===== config.mk =====
export PLATFORM = sky130hd
export DESIGN_NAME = dns_message_validator_core
export DESIGN_NICKNAME = d
export VERILOG_FILES = /design/src/rtl/dmv_pkg.sv /design/src/rtl/dmv_parser.sv /design/src/rtl/dns_message_validator_core.sv
export SDC_FILE = /design/constraint.sdc
export NUM_CORES = 1
export LEC_CHECK = 0
export BUFFER_PORTS_ARGS = -buffer_cell sky130_fd_sc_hd__buf_2
export CAP_MARGIN = 40
export CORE_MARGIN = 4
export CORE_UTILIZATION = 45
export DETAILED_ROUTE_END_ITERATION = 10
export GPL_TIMING_DRIVEN = 0
export SETUP_SLACK_MARGIN = 0.05
export SLEW_MARGIN = 40
export SYNTH_ARGS = -nofsm -noshare
export SYNTH_HDL_FRONTEND = slang
export SYNTH_SLANG_ARGS = --single-unit

===== constraint.sdc =====
create_clock -name clk -period 3.55 [get_ports clk]
set_clock_uncertainty 0.15 [all_clocks]
set_input_delay 0.5325 -clock clk [delete_from_list [all_inputs] [get_ports clk]]
set_output_delay 0.5325 -clock clk [all_outputs]
set_load 0.02 [all_outputs]

===== src/rtl/dmv_pkg.sv =====
package dmv_pkg;

	localparam int OFFSET_BITS_DEF = 16;

	localparam int PHASE_W = 4;
	localparam logic [PHASE_W-1:0] PH_HEADER = 4'd0;
	localparam logic [PHASE_W-1:0] PH_NAME   = 4'd1;
	localparam logic [PHASE_W-1:0] PH_LABEL  = 4'd2;
	localparam logic [PHASE_W-1:0] PH_PTR2   = 4'd3;
	localparam logic [PHASE_W-1:0] PH_TYPE1  = 4'd4;
	localparam logic [PHASE_W-1:0] PH_TYPE2  = 4'd5;
	localparam logic [PHASE_W-1:0] PH_CLASS1 = 4'd6;
	localparam logic [PHASE_W-1:0] PH_CLASS2 = 4'd7;
	localparam logic [PHASE_W-1:0] PH_TTL    = 4'd8;
	localparam logic [PHASE_W-1:0] PH_RDLEN1 = 4'd9;
	localparam logic [PHASE_W-1:0] PH_RDLEN2 = 4'd10;
	localparam logic [PHASE_W-1:0] PH_RDATA  = 4'd11;
	localparam logic [PHASE_W-1:0] PH_DONE   = 4'd12;
	localparam logic [PHASE_W-1:0] PH_TRAIL  = 4'd13;
	localparam logic [PHASE_W-1:0] PH_ERROR  = 4'd14;

	localparam logic [2:0] ST_VALID    = 3'd0;
	localparam logic [2:0] ST_TRUNC    = 3'd1;
	localparam logic [2:0] ST_RESERVED = 3'd2;
	localparam logic [2:0] ST_NAME     = 3'd3;
	localparam logic [2:0] ST_POINTER  = 3'd4;
	localparam logic [2:0] ST_TYPE     = 3'd5;
	localparam logic [2:0] ST_CLASS    = 3'd6;

	// one input byte in flight between the two modules
	typedef struct packed {
		logic       valid;
		logic [7:0] data;
		logic       last;
	} byte_req_t;

	// verdict handed to the output stage
	typedef struct packed {
		logic       valid;
		logic [2:0] status;
		logic       trailing;
	} verdict_t;

	function automatic logic type_ok(input logic [15:0] t);
		return (t >= 16'd1 && t <= 16'd68) || (t >= 16'd99 && t <= 16'd109) ||
			(t >= 16'd249 && t <= 16'd264) || t == 16'd32768 || t == 16'd32769;
	endfunction

endpackage


===== src/rtl/dmv_parser.sv =====
module dmv_parser #(
	parameter int OFFSET_BITS = dmv_pkg::OFFSET_BITS_DEF
) (
	input  logic               clk,
	input  logic               arst_n,
	input  dmv_pkg::byte_req_t req,
	output dmv_pkg::verdict_t  verdict
);
	import dmv_pkg::*;

	localparam logic [OFFSET_BITS-1:0] OFF_MAX = '1;

	logic [PHASE_W-1:0]     phase_q, phase_d;
	logic [OFFSET_BITS-1:0] offset_q, offset_d;
	logic [15:0]            cnt_q [4];
	logic [15:0]            cnt_d [4];
	logic [1:0]             sect_q, sect_d;
	logic [15:0]            recs_q, recs_d;
	logic [15:0]            left_q, left_d;
	logic [7:0]             acc_q, acc_d;
	logic [OFFSET_BITS-1:0] porig_q, porig_d;
	logic [2:0]             err_q, err_d;
	logic [15:0]            word;
	logic [15:0]            recs_dec;
	logic [15:0]            left_dec;
	logic [1:0]             cidx;
	logic                   rec_done;
	logic [2:0]             status;

	assign word     = {acc_q, req.data};
	assign recs_dec = recs_q - 16'd1;
	assign left_dec = left_q - 16'd1;
	assign cidx     = offset_q[2:1] - 2'd2;

	// next-section search over the four counts from the given index on
	function automatic logic [2:0] next_sect(input logic [2:0] s, input logic [15:0] c [4]);
		logic [2:0] r;
		r = 3'd4;
		for (int i = 3; i >= 0; i--)
			if (3'(i) >= s && c[i] != 16'd0) r = 3'(i);
		return r;
	endfunction

	// byte-level parse transition
	always_comb begin
		logic [2:0] ns;
		phase_d = phase_q;
		cnt_d   = cnt_q;
		sect_d  = sect_q;
		recs_d  = recs_q;
		left_d  = left_q;
		acc_d   = acc_q;
		porig_d = porig_q;
		err_d   = err_q;
		rec_done = 1'b0;
		ns = 3'd4;
		case (phase_q)
			PH_HEADER: begin
				if (offset_q == OFFSET_BITS'(3) && (req.data & 8'h70) != 8'h00) begin
					err_d = ST_RESERVED;
					phase_d = PH_ERROR;
				end else begin
					if (offset_q >= OFFSET_BITS'(4) && offset_q <= OFFSET_BITS'(11)) begin
						if (!offset_q[0]) cnt_d[cidx] = {req.data, 8'h00};
						else cnt_d[cidx] = cnt_q[cidx] | {8'h00, req.data};
					end
					if (offset_q == OFFSET_BITS'(11)) begin
						ns = next_sect(3'd0, cnt_d);
						if (ns == 3'd4) phase_d = PH_DONE;
						else begin
							sect_d = ns[1:0];
							recs_d = cnt_d[ns[1:0]];
							phase_d = PH_NAME;
						end
					end
				end
			end
			PH_NAME: begin
				if (req.data == 8'h00) phase_d = PH_TYPE1;
				else if (req.data <= 8'h3f) begin
					left_d = {8'h00, req.data};
					phase_d = PH_LABEL;
				end else if (req.data[7:6] == 2'b11) begin
					acc_d = {2'b00, req.data[5:0]};
					porig_d = offset_q;
					phase_d = PH_PTR2;
				end else begin
					err_d = ST_NAME;
					phase_d = PH_ERROR;
				end
			end
			PH_LABEL: begin
				left_d = left_dec;
				if (left_dec == 16'd0) phase_d = PH_NAME;
			end
			PH_PTR2: begin
				if ({16'd0, word} >= 32'(porig_q)) begin
					err_d = ST_POINTER;
					phase_d = PH_ERROR;
				end else phase_d = PH_TYPE1;
			end
			PH_TYPE1, PH_CLASS1, PH_RDLEN1: begin
				acc_d = req.data;
				phase_d = phase_q + 4'd1;
			end
			PH_TYPE2: begin
				if (!type_ok(word)) begin
					err_d = ST_TYPE;
					phase_d = PH_ERROR;
				end else phase_d = PH_CLASS1;
			end
			PH_CLASS2: begin
				if (sect_q == 2'd0) begin
					if (!((word >= 16'd1 && word <= 16'd4) || word == 16'd254 ||
						word == 16'd255)) begin
						err_d = ST_CLASS;
						phase_d = PH_ERROR;
					end else rec_done = 1'b1;
				end else if (!(word >= 16'd1 && word <= 16'd4)) begin
					err_d = ST_CLASS;
					phase_d = PH_ERROR;
				end else begin
					left_d = 16'd4;
					phase_d = PH_TTL;
				end
			end
			PH_TTL: begin
				left_d = left_dec;
				if (left_dec == 16'd0) phase_d = PH_RDLEN1;
			end
			PH_RDLEN2: begin
				left_d = word;
				if (word == 16'd0) rec_done = 1'b1;
				else phase_d = PH_RDATA;
			end
			PH_RDATA: begin
				left_d = left_dec;
				if (left_dec == 16'd0) rec_done = 1'b1;
			end
			PH_DONE, PH_TRAIL: phase_d = PH_TRAIL;
			default: ;
		endcase
		// record finished: next record or next nonempty section
		if (rec_done) begin
			recs_d = recs_dec;
			if (recs_dec != 16'd0) phase_d = PH_NAME;
			else begin
				ns = next_sect({1'b0, sect_q} + 3'd1, cnt_q);
				if (ns == 3'd4) phase_d = PH_DONE;
				else begin
					sect_d = ns[1:0];
					recs_d = cnt_q[ns[1:0]];
					phase_d = PH_NAME;
				end
			end
		end
		offset_d = (offset_q != OFF_MAX) ? offset_q + OFFSET_BITS'(1) : offset_q;
	end

	// verdict on the last byte
	always_comb begin
		if (phase_d == PH_ERROR) status = err_d;
		else if (phase_d == PH_DONE || phase_d == PH_TRAIL) status = ST_VALID;
		else status = ST_TRUNC;
	end

	// parse state, back to reset after the last byte
	always_ff @(posedge clk or negedge arst_n) begin
		if (!arst_n) begin
			phase_q  <= PH_HEADER;
			offset_q <= '0;
			cnt_q    <= '{default: 16'd0};
			sect_q   <= '0;
			recs_q   <= '0;
			left_q   <= '0;
			acc_q    <= '0;
			porig_q  <= '0;
			err_q    <= ST_VALID;
		end else if (req.valid) begin
			if (req.last) begin
				phase_q  <= PH_HEADER;
				offset_q <= '0;
				cnt_q    <= '{default: 16'd0};
				sect_q   <= '0;
				recs_q   <= '0;
				left_q   <= '0;
				acc_q    <= '0;
				porig_q  <= '0;
				err_q    <= ST_VALID;
			end else begin
				phase_q  <= phase_d;
				offset_q <= offset_d;
				cnt_q    <= cnt_d;
				sect_q   <= sect_d;
				recs_q   <= recs_d;
				left_q   <= left_d;
				acc_q    <= acc_d;
				porig_q  <= porig_d;
				err_q    <= err_d;
			end
		end
	end

	assign verdict.valid    = req.valid && req.last;
	assign verdict.status   = status;
	assign verdict.trailing = (phase_d == PH_TRAIL);

endmodule


===== src/rtl/dns_message_validator_core.sv =====
// DNS message checker. Bytes arrive on the s_axis side, one per cycle while tready is
// high, with tlast on the final byte; one verdict per message comes out on m_axis. Throughput
// is one byte per cycle, no gaps between messages, while tready is high. An accepted byte
// passes the input register, then the combinational parse into the verdict buffer.
// A two-entry output buffer keeps tready high while under two verdicts are held or pending.
module dns_message_validator_core #(
	parameter int OFFSET_BITS = dmv_pkg::OFFSET_BITS_DEF
) (
	input  logic       clk,
	input  logic       arst_n,
	input  logic       s_axis_tvalid,
	output logic       s_axis_tready,
	input  logic [7:0] s_axis_tdata,   // [7:0] data_byte
	input  logic       s_axis_tlast,
	output logic       m_axis_tvalid,
	input  logic       m_axis_tready,
	output logic [7:0] m_axis_tdata    // [2:0] status, [3] trailing_bytes, zero fill
);
	import dmv_pkg::*;

	byte_req_t  in_s1;
	verdict_t   verdict;
	logic [3:0] fifo_q [2];
	logic       rd_q, wr_q;
	logic [1:0] cnt_q;
	logic       push, pop;

	// input register; space is reserved for a verdict still in flight
	assign s_axis_tready = (cnt_q + 2'(in_s1.valid && in_s1.last)) < 2'd2;

	always_ff @(posedge clk or negedge arst_n) begin
		if (!arst_n) begin
			in_s1 <= '0;
		end else begin
			in_s1.valid <= s_axis_tvalid && s_axis_tready;
			in_s1.data  <= s_axis_tdata;
			in_s1.last  <= s_axis_tlast;
		end
	end

	dmv_parser #(.OFFSET_BITS(OFFSET_BITS)) u_parser (
		.clk     (clk),
		.arst_n  (arst_n),
		.req     (in_s1),
		.verdict (verdict)
	);

	// two-entry verdict buffer
	assign push = verdict.valid;
	assign pop  = m_axis_tvalid && m_axis_tready;

	always_ff @(posedge clk or negedge arst_n) begin
		if (!arst_n) begin
			rd_q  <= 1'b0;
			wr_q  <= 1'b0;
			cnt_q <= 2'd0;
		end else begin
			if (push) wr_q <= ~wr_q;
			if (pop) rd_q <= ~rd_q;
			cnt_q <= cnt_q + 2'(push) - 2'(pop);
		end
	end

	always_ff @(posedge clk) begin
		if (push) fifo_q[wr_q] <= {verdict.trailing, verdict.status};
	end

	assign m_axis_tvalid = cnt_q != 2'd0;
	assign m_axis_tdata  = {4'h0, fifo_q[rd_q]};

`ifndef SYNTHESIS
	a_no_overflow: assert property (@(posedge clk) disable iff (!arst_n)
		!(push && !pop && cnt_q == 2'd2)) else $error("verdict buffer overflow");
	a_trail_valid: assert property (@(posedge clk) disable iff (!arst_n)
		verdict.valid && verdict.trailing |-> verdict.status == ST_VALID)
		else $error("trailing flag with error status");
	a_verdict_lat: assert property (@(posedge clk) disable iff (!arst_n)
		s_axis_tvalid && s_axis_tready && s_axis_tlast |=> verdict.valid)
		else $error("verdict missing");
`endif

endmodule

After elaboration in Yosys (flattened, before gate mapping) --
Memories as Yosys holds them, arrays and structs flattened. Cells that the tools add are included.
Storage, ports and cells: bits in registers 159, RAM bits 8, ROM bits 0, logic and storage cells 250, bits in latches 0, memories kept 1, output and inout port bits 10
Operators by class: div/mod/pow operators 0, mux-type cells 106, $lt $le $gt $ge 20, bitwise logic cells 6, eq/ne operators 37, add/subtract/negate cells 8, $mul 0, shift-type cells 0, reduce and logical (&&, ||, !) cells 54
Memory list:
- fifo_q | depth 2, bits a word 4, read ports 1, clocked after memory_dff 0, wr ports 1, RTL line dns_message_validator_core.sv:23 | logic [3:0] fifo_q [2];
Operators by type and width (number):
- 64-bit 2-to-1 mux | 7
- 16-bit 2-to-1 mux | 27
- 16-bit nonzero test | 9
- 64-bit bitwise mux | 2
- 16-bit binary-select mux with 2-bit select | 3
- 3-bit 2-to-1 mux | 25
- 4-bit 2-to-1 mux | 17
- 16-bit one-hot mux with 4 select lines | 1
- 4-bit one-hot mux with 10 select lines | 1
- 4-bit equality test, second input constant | 9
- 16-bit demux with 2-bit select | 1
- 16-bit equality test, second input constant | 2
- 16-bit by 8-bit equality test with 1-bit output, second input constant | 2
- 16-bit by 7-bit less-or-equal comparator with 1-bit output, second input constant | 2
- 16-bit logical NOT | 2
- 8-bit 2-to-1 mux | 4
- 16-bit by 1-bit subtractor with 16-bit output, second input constant | 2
- 16-bit by 1-bit adder with 16-bit output, second input constant | 1
- 16-bit by 2-bit equality test with 1-bit output, second input constant | 1
- 16-bit by 4-bit equality test with 1-bit output, second input constant | 1
- 4-bit by 3-bit equality test with 1-bit output, second input constant | 4
- 16-bit by 1-bit greater-or-equal comparator with 1-bit output, second input constant | 1
- 16-bit greater-or-equal comparator | 1
- 16-bit by 3-bit greater-or-equal comparator with 1-bit output, second input constant | 1
- 47 further kinds | 105

Depth between registers and ports, before layout --
Gate-level depths: netlist (run 1).
depth in word-level cells 29, depth in mapped cells 15

Hierarchy --
Synthesis (run 1) repeated with hierarchy kept, for this count alone.
Second synthesis, totals: cells, all modules 1496, area total of the unflattened synthesis 12289.3 µm²
Modules (own cells, without submodules):
- dmv_parser | seq. area each 3628.5 µm², cells each 1448, instances 1, area each 11491.0 µm²
- dns_message_validator_core | seq. area each 590.6 µm², cells each 48, instances 1, area each 798.3 µm²

Worst setup path after synthesis (run 1) --
Ideal clock, no wire load.
kind reg-to-reg, start register u_parser.offset_q[1], end memory fifo_q[0][0] (data pin), required time 3.130 ns, buffers on the path 3, setup time 0.270 ns, path slack -0.148 ns, stages on the path, launching flop included 14, data arrival time 3.278 ns, period minus slack after synthesis 3.698 ns, path through dfrtp_1 buf_2 buf_2 mux4_2 nor2_1 nand3_1 nor3_1 o221a_2 and2_1 buf_2 nand3_1 a221oi_2 a21oi_1 or3_1
On the way: cells in the longest elaborated chain, start to end 29
Ends and longest elaborated chain:
- from (decl) | RTL line dmv_parser.sv:14 | logic [OFFSET_BITS-1:0] offset_q, offset_d;
- from (signal assigned) | RTL line dmv_parser.sv:192 | offset_q <= offset_d;
- 2-bit subtractor | RTL line dmv_parser.sv:33 | assign cidx = offset_q[2:1] - 2'd2;
- 2-bit NOT with 3-bit output (not written as such) | RTL line dmv_parser.sv:64, dmv_parser.sv:65
- 3-bit greater-or-equal comparator (not written as such) (tied with other cells) | RTL line dmv_parser.sv:64, dmv_parser.sv:65
- 1-bit logical AND (not written as such) / 16-bit 2-to-1 mux (equally long branches) | RTL line dmv_parser.sv:64, dmv_parser.sv:65
- 16-bit 2-to-1 mux, on equally long branches | RTL line dmv_parser.sv:64, dmv_parser.sv:65
- 16-bit demux with 2-bit select / 16-bit by 8-bit OR with 16-bit output (equally long branches) | RTL line dmv_parser.sv:64, dmv_parser.sv:65
- 64-bit bitwise mux, on equally long branches | RTL line dmv_parser.sv:64, dmv_parser.sv:65
- 64-bit 2-to-1 mux | RTL line dmv_parser.sv:64 | if (!offset_q[0]) cnt_d[cidx] = {req.data, 8'h00};
- (+14 left out)
- 4-bit 2-to-1 mux | RTL line dmv_parser.sv:59 | if (offset_q == OFFSET_BITS'(3) && (req.data & 8'h70) != 8'h00) begin
- 4-bit one-hot mux with 10 select lines | RTL line dmv_parser.sv:57 | case (phase_q)
- 4-bit 2-to-1 mux | RTL line dmv_parser.sv:144 | if (rec_done) begin
- 4-bit equality test | RTL line dmv_parser.sv:163 | else if (phase_d == PH_DONE || phase_d == PH_TRAIL) status = ST_VALID;
- 1-bit logical OR | RTL line dmv_parser.sv:163
- 1-bit 2-to-1 mux | RTL line dmv_parser.sv:163
- 3-bit 2-to-1 mux (*) | RTL line dmv_parser.sv:162 | if (phase_d == PH_ERROR) status = err_d;
- named net u_parser.status[0] | RTL line dmv_parser.sv:28 | logic [2:0] status;
- to (decl) | RTL line dns_message_validator_core.sv:23
The timed path passes the listed nets; every way through them passes the cells marked *. The select of a mux whose other input is x is not followed.

Final worst setup path (run 1) --
Ends and elaborated chain as after synthesis.

==> results of run 1 <==
-- flip-flops by register name (all words and copies together) (netlist names) --
name	cells
cnt_q	2
in_s1	10
u_parser.phase_q	4
rd_q	1
u_parser.err_q	3
u_parser.sect_q	2
u_parser.offset_q	16
fifo_q	8
u_parser.porig_q	16
wr_q	1
u_parser.left_q	16
u_parser.recs_q	16
u_parser.acc_q	8
u_parser.cnt_q	64
-- layout make-up --
type	count	area (µm²)	area share [%]
tap	335	419	2.75
inverter	48	188	1.23
timing repair buffer	118	1060	6.98
clock inverter	15	209	1.37
buffer	79	564	3.71
clock buffer	17	425	2.80
sequential	167	4240	27.9
multi-input combinational	1148	8110	53.3
-- worst register-to-register path, stage by stage, from the launching register on --
cell      delay (ps)
dfrtp_2          470
buf_12           160
buf_12           140
mux4_2           550
nor2_4           200
nand3_4          140
nor3_4           330
buf_6            150
o221ai_4         140
nor3_4           260
buf_12           160
nand3_4           80
a221oi_4         290
a21oi_1          110
or3_4            340
-- layout by cell type (no fill, tap or decap), types with 11 or more instances in the layout --
cell type / count
a21o_1: 11
a21oi_1: 72
a22o_1: 13
a22oi_1: 27
a31oi_1: 12
buf_12: 11
buf_2: 22
buf_4: 80
buf_6: 25
clkbuf_1: 34
clkbuf_16: 19
clkbuf_2: 11
dfrtp_1: 147
ha_1: 32
inv_1: 44
mux2i_1: 22
nand2_1: 163
nand2b_1: 28
nand3_1: 22
nand4_1: 15
nor2_1: 120
nor2b_1: 12
nor3_1: 32
nor4_1: 19
o211ai_1: 18
o21ai_0: 143
o21ai_1: 13
o21ai_2: 11
o22ai_1: 15
o2bb2ai_1: 14
or3_1: 15
xnor2_1: 13
xor2_1: 17
-- layer usage --
| layer | track usage (%) | up-vias |
|---|---|---|
| li1 | - | 5649 |
| met1 | 52.0 | 6307 |
| met2 | 50.7 | 733 |
| met3 | 8.78 | 144 |
| met4 | 14.3 | 0 |
| met5 | 0 | - |
-- path summary, 6_finish.rpt --
kind                                                   from  cells after the start                               end
min                                         s_axis_tdata[0]                      1                in_s1[1]$_DFF_PN0_
max reg2reg                u_parser.offset_q[1]$_DFFE_PN0P_                     14            fifo_q[0][0]$_DFFE_PP_
max in group asynchronous                            arst_n                      4                in_s1[8]$_DFF_PN0_
min in group asynchronous                            arst_n                      2    u_parser.recs_q[3]$_DFFE_PN0P_
min reg2reg                u_parser.porig_q[12]$_DFFE_PN0P_                      2  u_parser.porig_q[12]$_DFFE_PN0P_
max                        u_parser.offset_q[1]$_DFFE_PN0P_                     14            fifo_q[0][0]$_DFFE_PP_
-- logic make-up after synthesis --
family | count (synthesis) | synth area share (%)
simple gates | 556 | 23.3
flops | 167 | 35.5
other cells | 1 | 0.0315
xor+xnor | 30 | 2.21
mux | 42 | 4.47
fa+ha+maj | 33 | 3.47
buf+inv | 133 | 4.57
compound gates | 483 | 26.4
-- per-stage QoR --
stage / instances / instance area (µm²)
final: 1927 / 15200
after global placement: 1801 / 12500
after floorplan: 1448 / 11900
after detailed placement: 1803 / 12600
after CTS: 1890 / 14400
after global routing: 1927 / 15200
-- repair_timing --
action                                  4_1_cts  5_1_grt
hold buffers                                  1        0
endpoints found under the setup margin      133       88
gates cloned                                  2        3
pin swaps                                    37       41
gates resized for setup                     176      147
setup buffers                                55       39
hold endpoints to repair                     50        0
-- Yosys cell counts (13+ instances only) --
cell and instances:
mux2i_1 25, xnor2_1 13, a22oi_1 33, ha_1 33
clkbuf_1 60, nor4_1 31, a21oi_1 83, o21ai_0 159
a21o_1 13, o2bb2ai_1 16, o211ai_1 18, or3_1 21
nor3_1 36, xor2_1 17, dfrtp_1 159, o22ai_1 17
inv_1 46, a31oi_1 15, a22o_1 13, nand3_1 27
nand2b_1 28, buf_2 17, nand2_1 175, nand4_1 15
nor2_1 136
-- where the power goes --
part           switching [W]  internal, W
Combinational        0.00333      0.00207
Clock                0.00105     0.000981
Sequential          0.000342      0.00215
==> flow_summary.yaml, run 1 <==
outcome:
  status: "finished, violations left"
  violations: "setup timing"
floorplanning:
  io-pin-count: 23
  die_w_um: 171
  fp.coreArea_mm2: 0.0261
  dieHeight_um: 171
  rows: 59
  dieArea_mm2: 0.0291
  initial_core_util_pct: 45.6
placed_design:
  gp_congestion: 1.01
  place_ws_ps: -1380
  dp_hpwl_mm: 37.4
  io_buffers: 18
yosys:
  syn_inst: 1445
  synth_seq_area_share_pct: 35.5
  synthTopCellsByArea: "dfrtp_1, o21ai_0, nand2_1"
  yosysWarnings: 0
  synth_edf_count: 8
  ys_ff_latch: 167
  synth_top_area_cell: "dfrtp_1"
  async_reset_ff_share_pct: 95.2
  yosysTopAreaCellShare_pct: 33.5
  synth_ff_type: "dfrtp_1"
  yosysUniqueCellTypes: 94
  avgSynthCellArea_um2: 8.23
  netlist_area_mm2: 0.0119
grt:
  grt_pass1_vias: 12100
  grt_max_degree: 60
  grt-ovfl-total: 0
  grt_pass1_wl_mm: 77.4
  antenna_found_initial: 0
  track_usage_pct: 35.7
critical_path:
  critPathRequiredTime_ps: 3580
  path_buf_inv: 4
  critPathMaxFanout: 5
  reg2reg_slack_ps: -380
  cpMostUsedCell: "buf_12"
  crit_type: "reg2reg"
  crit_family: "simple AND/OR/NAND/NOR gates"
  worst_setup_path_end_kind: "flip-flop"
  path_cells: "buf_12, buf_12, mux4_2, nor2_4, nand3_4, nor3_4, buf_6, o221ai_4, nor3_4, buf_12, nand3_4, a221oi_4, a21oi_1, or3_4"
  crit_path_top_delay_cell: "mux4_2"
  cp.arrival_ps: 3960
  start_kind: "flip-flop"
  max_stage_delay_ps: 550
clock_network:
  numCtsBuffers: 17
  path_clk_slew_ps: 90
  clock-root-buffer: "clkbuf_16"
  cts_tree: "yes"
  max-clock-path-buffers: 2
  clock_latency_ps: 450
  clock_sinks: 167
  htreeDepth: 4
power:
  p_total_w: 0.00991
  leakage_nw: 6.01
  pwr_density_cell_mw_per_mm2: 651
  peakVddDrop_mv: 0.465
routing:
  routed_via_density: 6.66
  drt-met1-wl_mm: 22.9
  wl_met3_mm: 5.75
  dr.pass1.iters: 6
  drtIter0Drc: 1572
  vias: 12800
  wl_mm: 52.8
  ant_nets: 0
  wire_per_inst_um: 27.4
  routed.top_layer: "met4"
  wl_met2_mm: 21.9
  drc_errors: 0
timing:
  fin_tns_setup_ps: -7080
  rsz0062_at_grt: "yes"
  worst_hold_slack_ps: 26.7
  layout_setup_ws_ps: -376
  min_period_ps: 3930
  slew_headroom_pct: 36.3
  period_share_pct: 111
  finalHoldViolations: 0
  finalMaxSlewViolations: 0
  fmax_ghz: 0.255
  tightest_slew_ps: 955
  finalSetupViolations: 27
worst_hold_path:
  hp-class: "in2reg"
layout:
  antennaDiodeCount: 0
  final_util_pct: 58.4
  drive_gt1_share_pct: 24.2
  nets: 1625
  syn_to_final_growth_pct: 28.0
  fillers: 2351
job:
  maxCapViolations: 0
Power figures use the tool's default switching activity.
==> run 2: changes to the inputs <==
- RECOVER_POWER: unset -> 100
==> flow_summary.yaml, run 2 (synthesis results as in run 1) <==
outcome:
  status: "finished, violations left"
  violations: "setup timing"
timing:
  period_share_pct: 111
  rsz0062_at_grt: "yes"
  finalHoldViolations: 0
  min_period_ps: 3930
  layout_setup_ws_ps: -377
  fmax_ghz: 0.255
  slew_headroom_pct: 9.79
  finalSetupViolations: 28
  finalMaxSlewViolations: 0
  tightest_slew_ps: 1350
grt:
  grt_pass1_wl_mm: 77.4
  antenna_found_initial: 0
  grt-ovfl-total: 0
  track_usage_pct: 35.7
  grt_max_degree: 60
  grt_pass1_vias: 12100
floorplanning:
  die_w_um: 171
  dieArea_mm2: 0.0291
  dieHeight_um: 171
  rows: 59
  initial_core_util_pct: 45.6
  fp.coreArea_mm2: 0.0261
  io-pin-count: 23
critical_path:
  cp.arrival_ps: 3960
  worst_setup_path_end_kind: "flip-flop"
  critPathRequiredTime_ps: 3580
  critPathMaxFanout: 5
  crit_type: "reg2reg"
  start_kind: "flip-flop"
routing:
  ant_nets: 0
  dr.pass1.iters: 9
  wire_per_inst_um: 27.4
  wl_mm: 52.8
  drc_errors: 0
  routed_via_density: 6.67
  drtIter0Drc: 1588
  vias: 12900
clock_network:
  numCtsBuffers: 17
  htreeDepth: 4
  path_clk_slew_ps: 90
  clock_sinks: 167
  clock_latency_ps: 460
  max-clock-path-buffers: 2
  cts_tree: "yes"
  clock-root-buffer: "clkbuf_16"
layout:
  top_register: "u_parser.cnt_q"
  final_common_cell: "nand2_1"
  largest_register_ffs: 64
  nets: 1625
  antennaDiodeCount: 0
  syn_to_final_growth_pct: 27.5
  fin_area_mm2: 0.0152
  final_cell_mix: "nand2_1, dfrtp_1, o21ai_0"
  regArea_mm2: 0.00424
  multi_input_comb_area_mm2: 0.00811
  drive_gt1_share_pct: 23.7
  fillers: 2361
  final_util_pct: 58.2
job:
  maxCapViolations: 0
power:
  peakVddDrop_mv: 0.462
  leakage_nw: 5.97
  pwr_density_cell_mw_per_mm2: 653
worst_hold_path:
  hp-class: "in2reg"
placed_design:
  io_buffers: 18
  gp_congestion: 1.01
  dpl_cell_area_mm2: 0.0126
  dp_hpwl_mm: 37.4
run 2: final timing paths:
kind,from,endpoint,slack (ps),depth (start not counted)
max,u_parser.offset_q[1]$_DFFE_PN0P_,fifo_q[0][0]$_DFFE_PP_,-380,14
min,s_axis_tdata[6],in_s1[7]$_DFF_PN0_,20,1
max reg2reg,u_parser.offset_q[1]$_DFFE_PN0P_,fifo_q[0][0]$_DFFE_PP_,-380,14
min reg2reg,u_parser.porig_q[12]$_DFFE_PN0P_,u_parser.porig_q[12]$_DFFE_PN0P_,330,2
max in group asynchronous,arst_n,in_s1[8]$_DFF_PN0_,340,4
min in group asynchronous,arst_n,u_parser.recs_q[3]$_DFFE_PN0P_,760,2
run 2: report_power, final:
part,internal [W],switching [W],total [W],leakage (nW)
clock,0.000981,0.00105,0.00203,0.304
sequential,0.00215,0.000343,0.00249,2.22
combinational,0.00206,0.00332,0.00538,3.45
total,0.00518,0.00471,0.00990,5.97
run 2: repair_timing:
| item | in CTS | in global routing |
|---|---|---|
| hold buffers | 1 | 0 |
| gates resized for setup | 176 | 147 |
| setup buffers | 55 | 39 |
| endpoints found under the setup margin | 133 | 88 |
| pin swaps | 37 | 41 |
| endpoints found under the hold margin | 50 | 0 |
| gates cloned | 2 | 3 |
run 2: cell type report:
class	count	share of cell area (%)
buffer	79	3.70
inverter	48	1.22
sequential	167	27.9
clock inverter	15	1.38
tap	335	2.76
multi-input combinational	1148	53.5
timing repair buffer	118	6.70
clock buffer	17	2.81
run 2: through the flow:
step	hold WS, ps	power, W	TNS [ps]	instances	worst slack (ps)
after floorplan	86.9	0.00502	0	1448	1.01
final	22.9	0.00990	-7600	1927	-377
after global routing	13.2	0.0103	-13990	1927	-442
after CTS	17.7	0.00913	-6300	1890	-354
after detailed placement	317	0.00640	-69460	1803	-1380
after global placement	312	0.00637	-195080	1801	-1560
run 2: layer usage:
metal	wire [µm]	vias to the layer above	GRT usage (%)	share of wire [%]
met5	0	-	0	0
met4	2120	0	14.3	4.0
met3	6010	137	8.78	11
met2	22000	773	50.7	42
met1	22600	6299	52.0	43
li1	-	5649	-	-
run 2: worst max-delay path, cell delays in order, from the launching register on:
cell and delay [ps]:
dfrtp_2 470, buf_12 160, buf_12 140, mux4_2 540, nor2_4 190, nand3_4 140
nor3_4 330, buf_6 150, o221ai_4 140, nor3_4 260, buf_12 160, nand3_4 80
a221oi_4 290, a21oi_1 100, or3_4 340
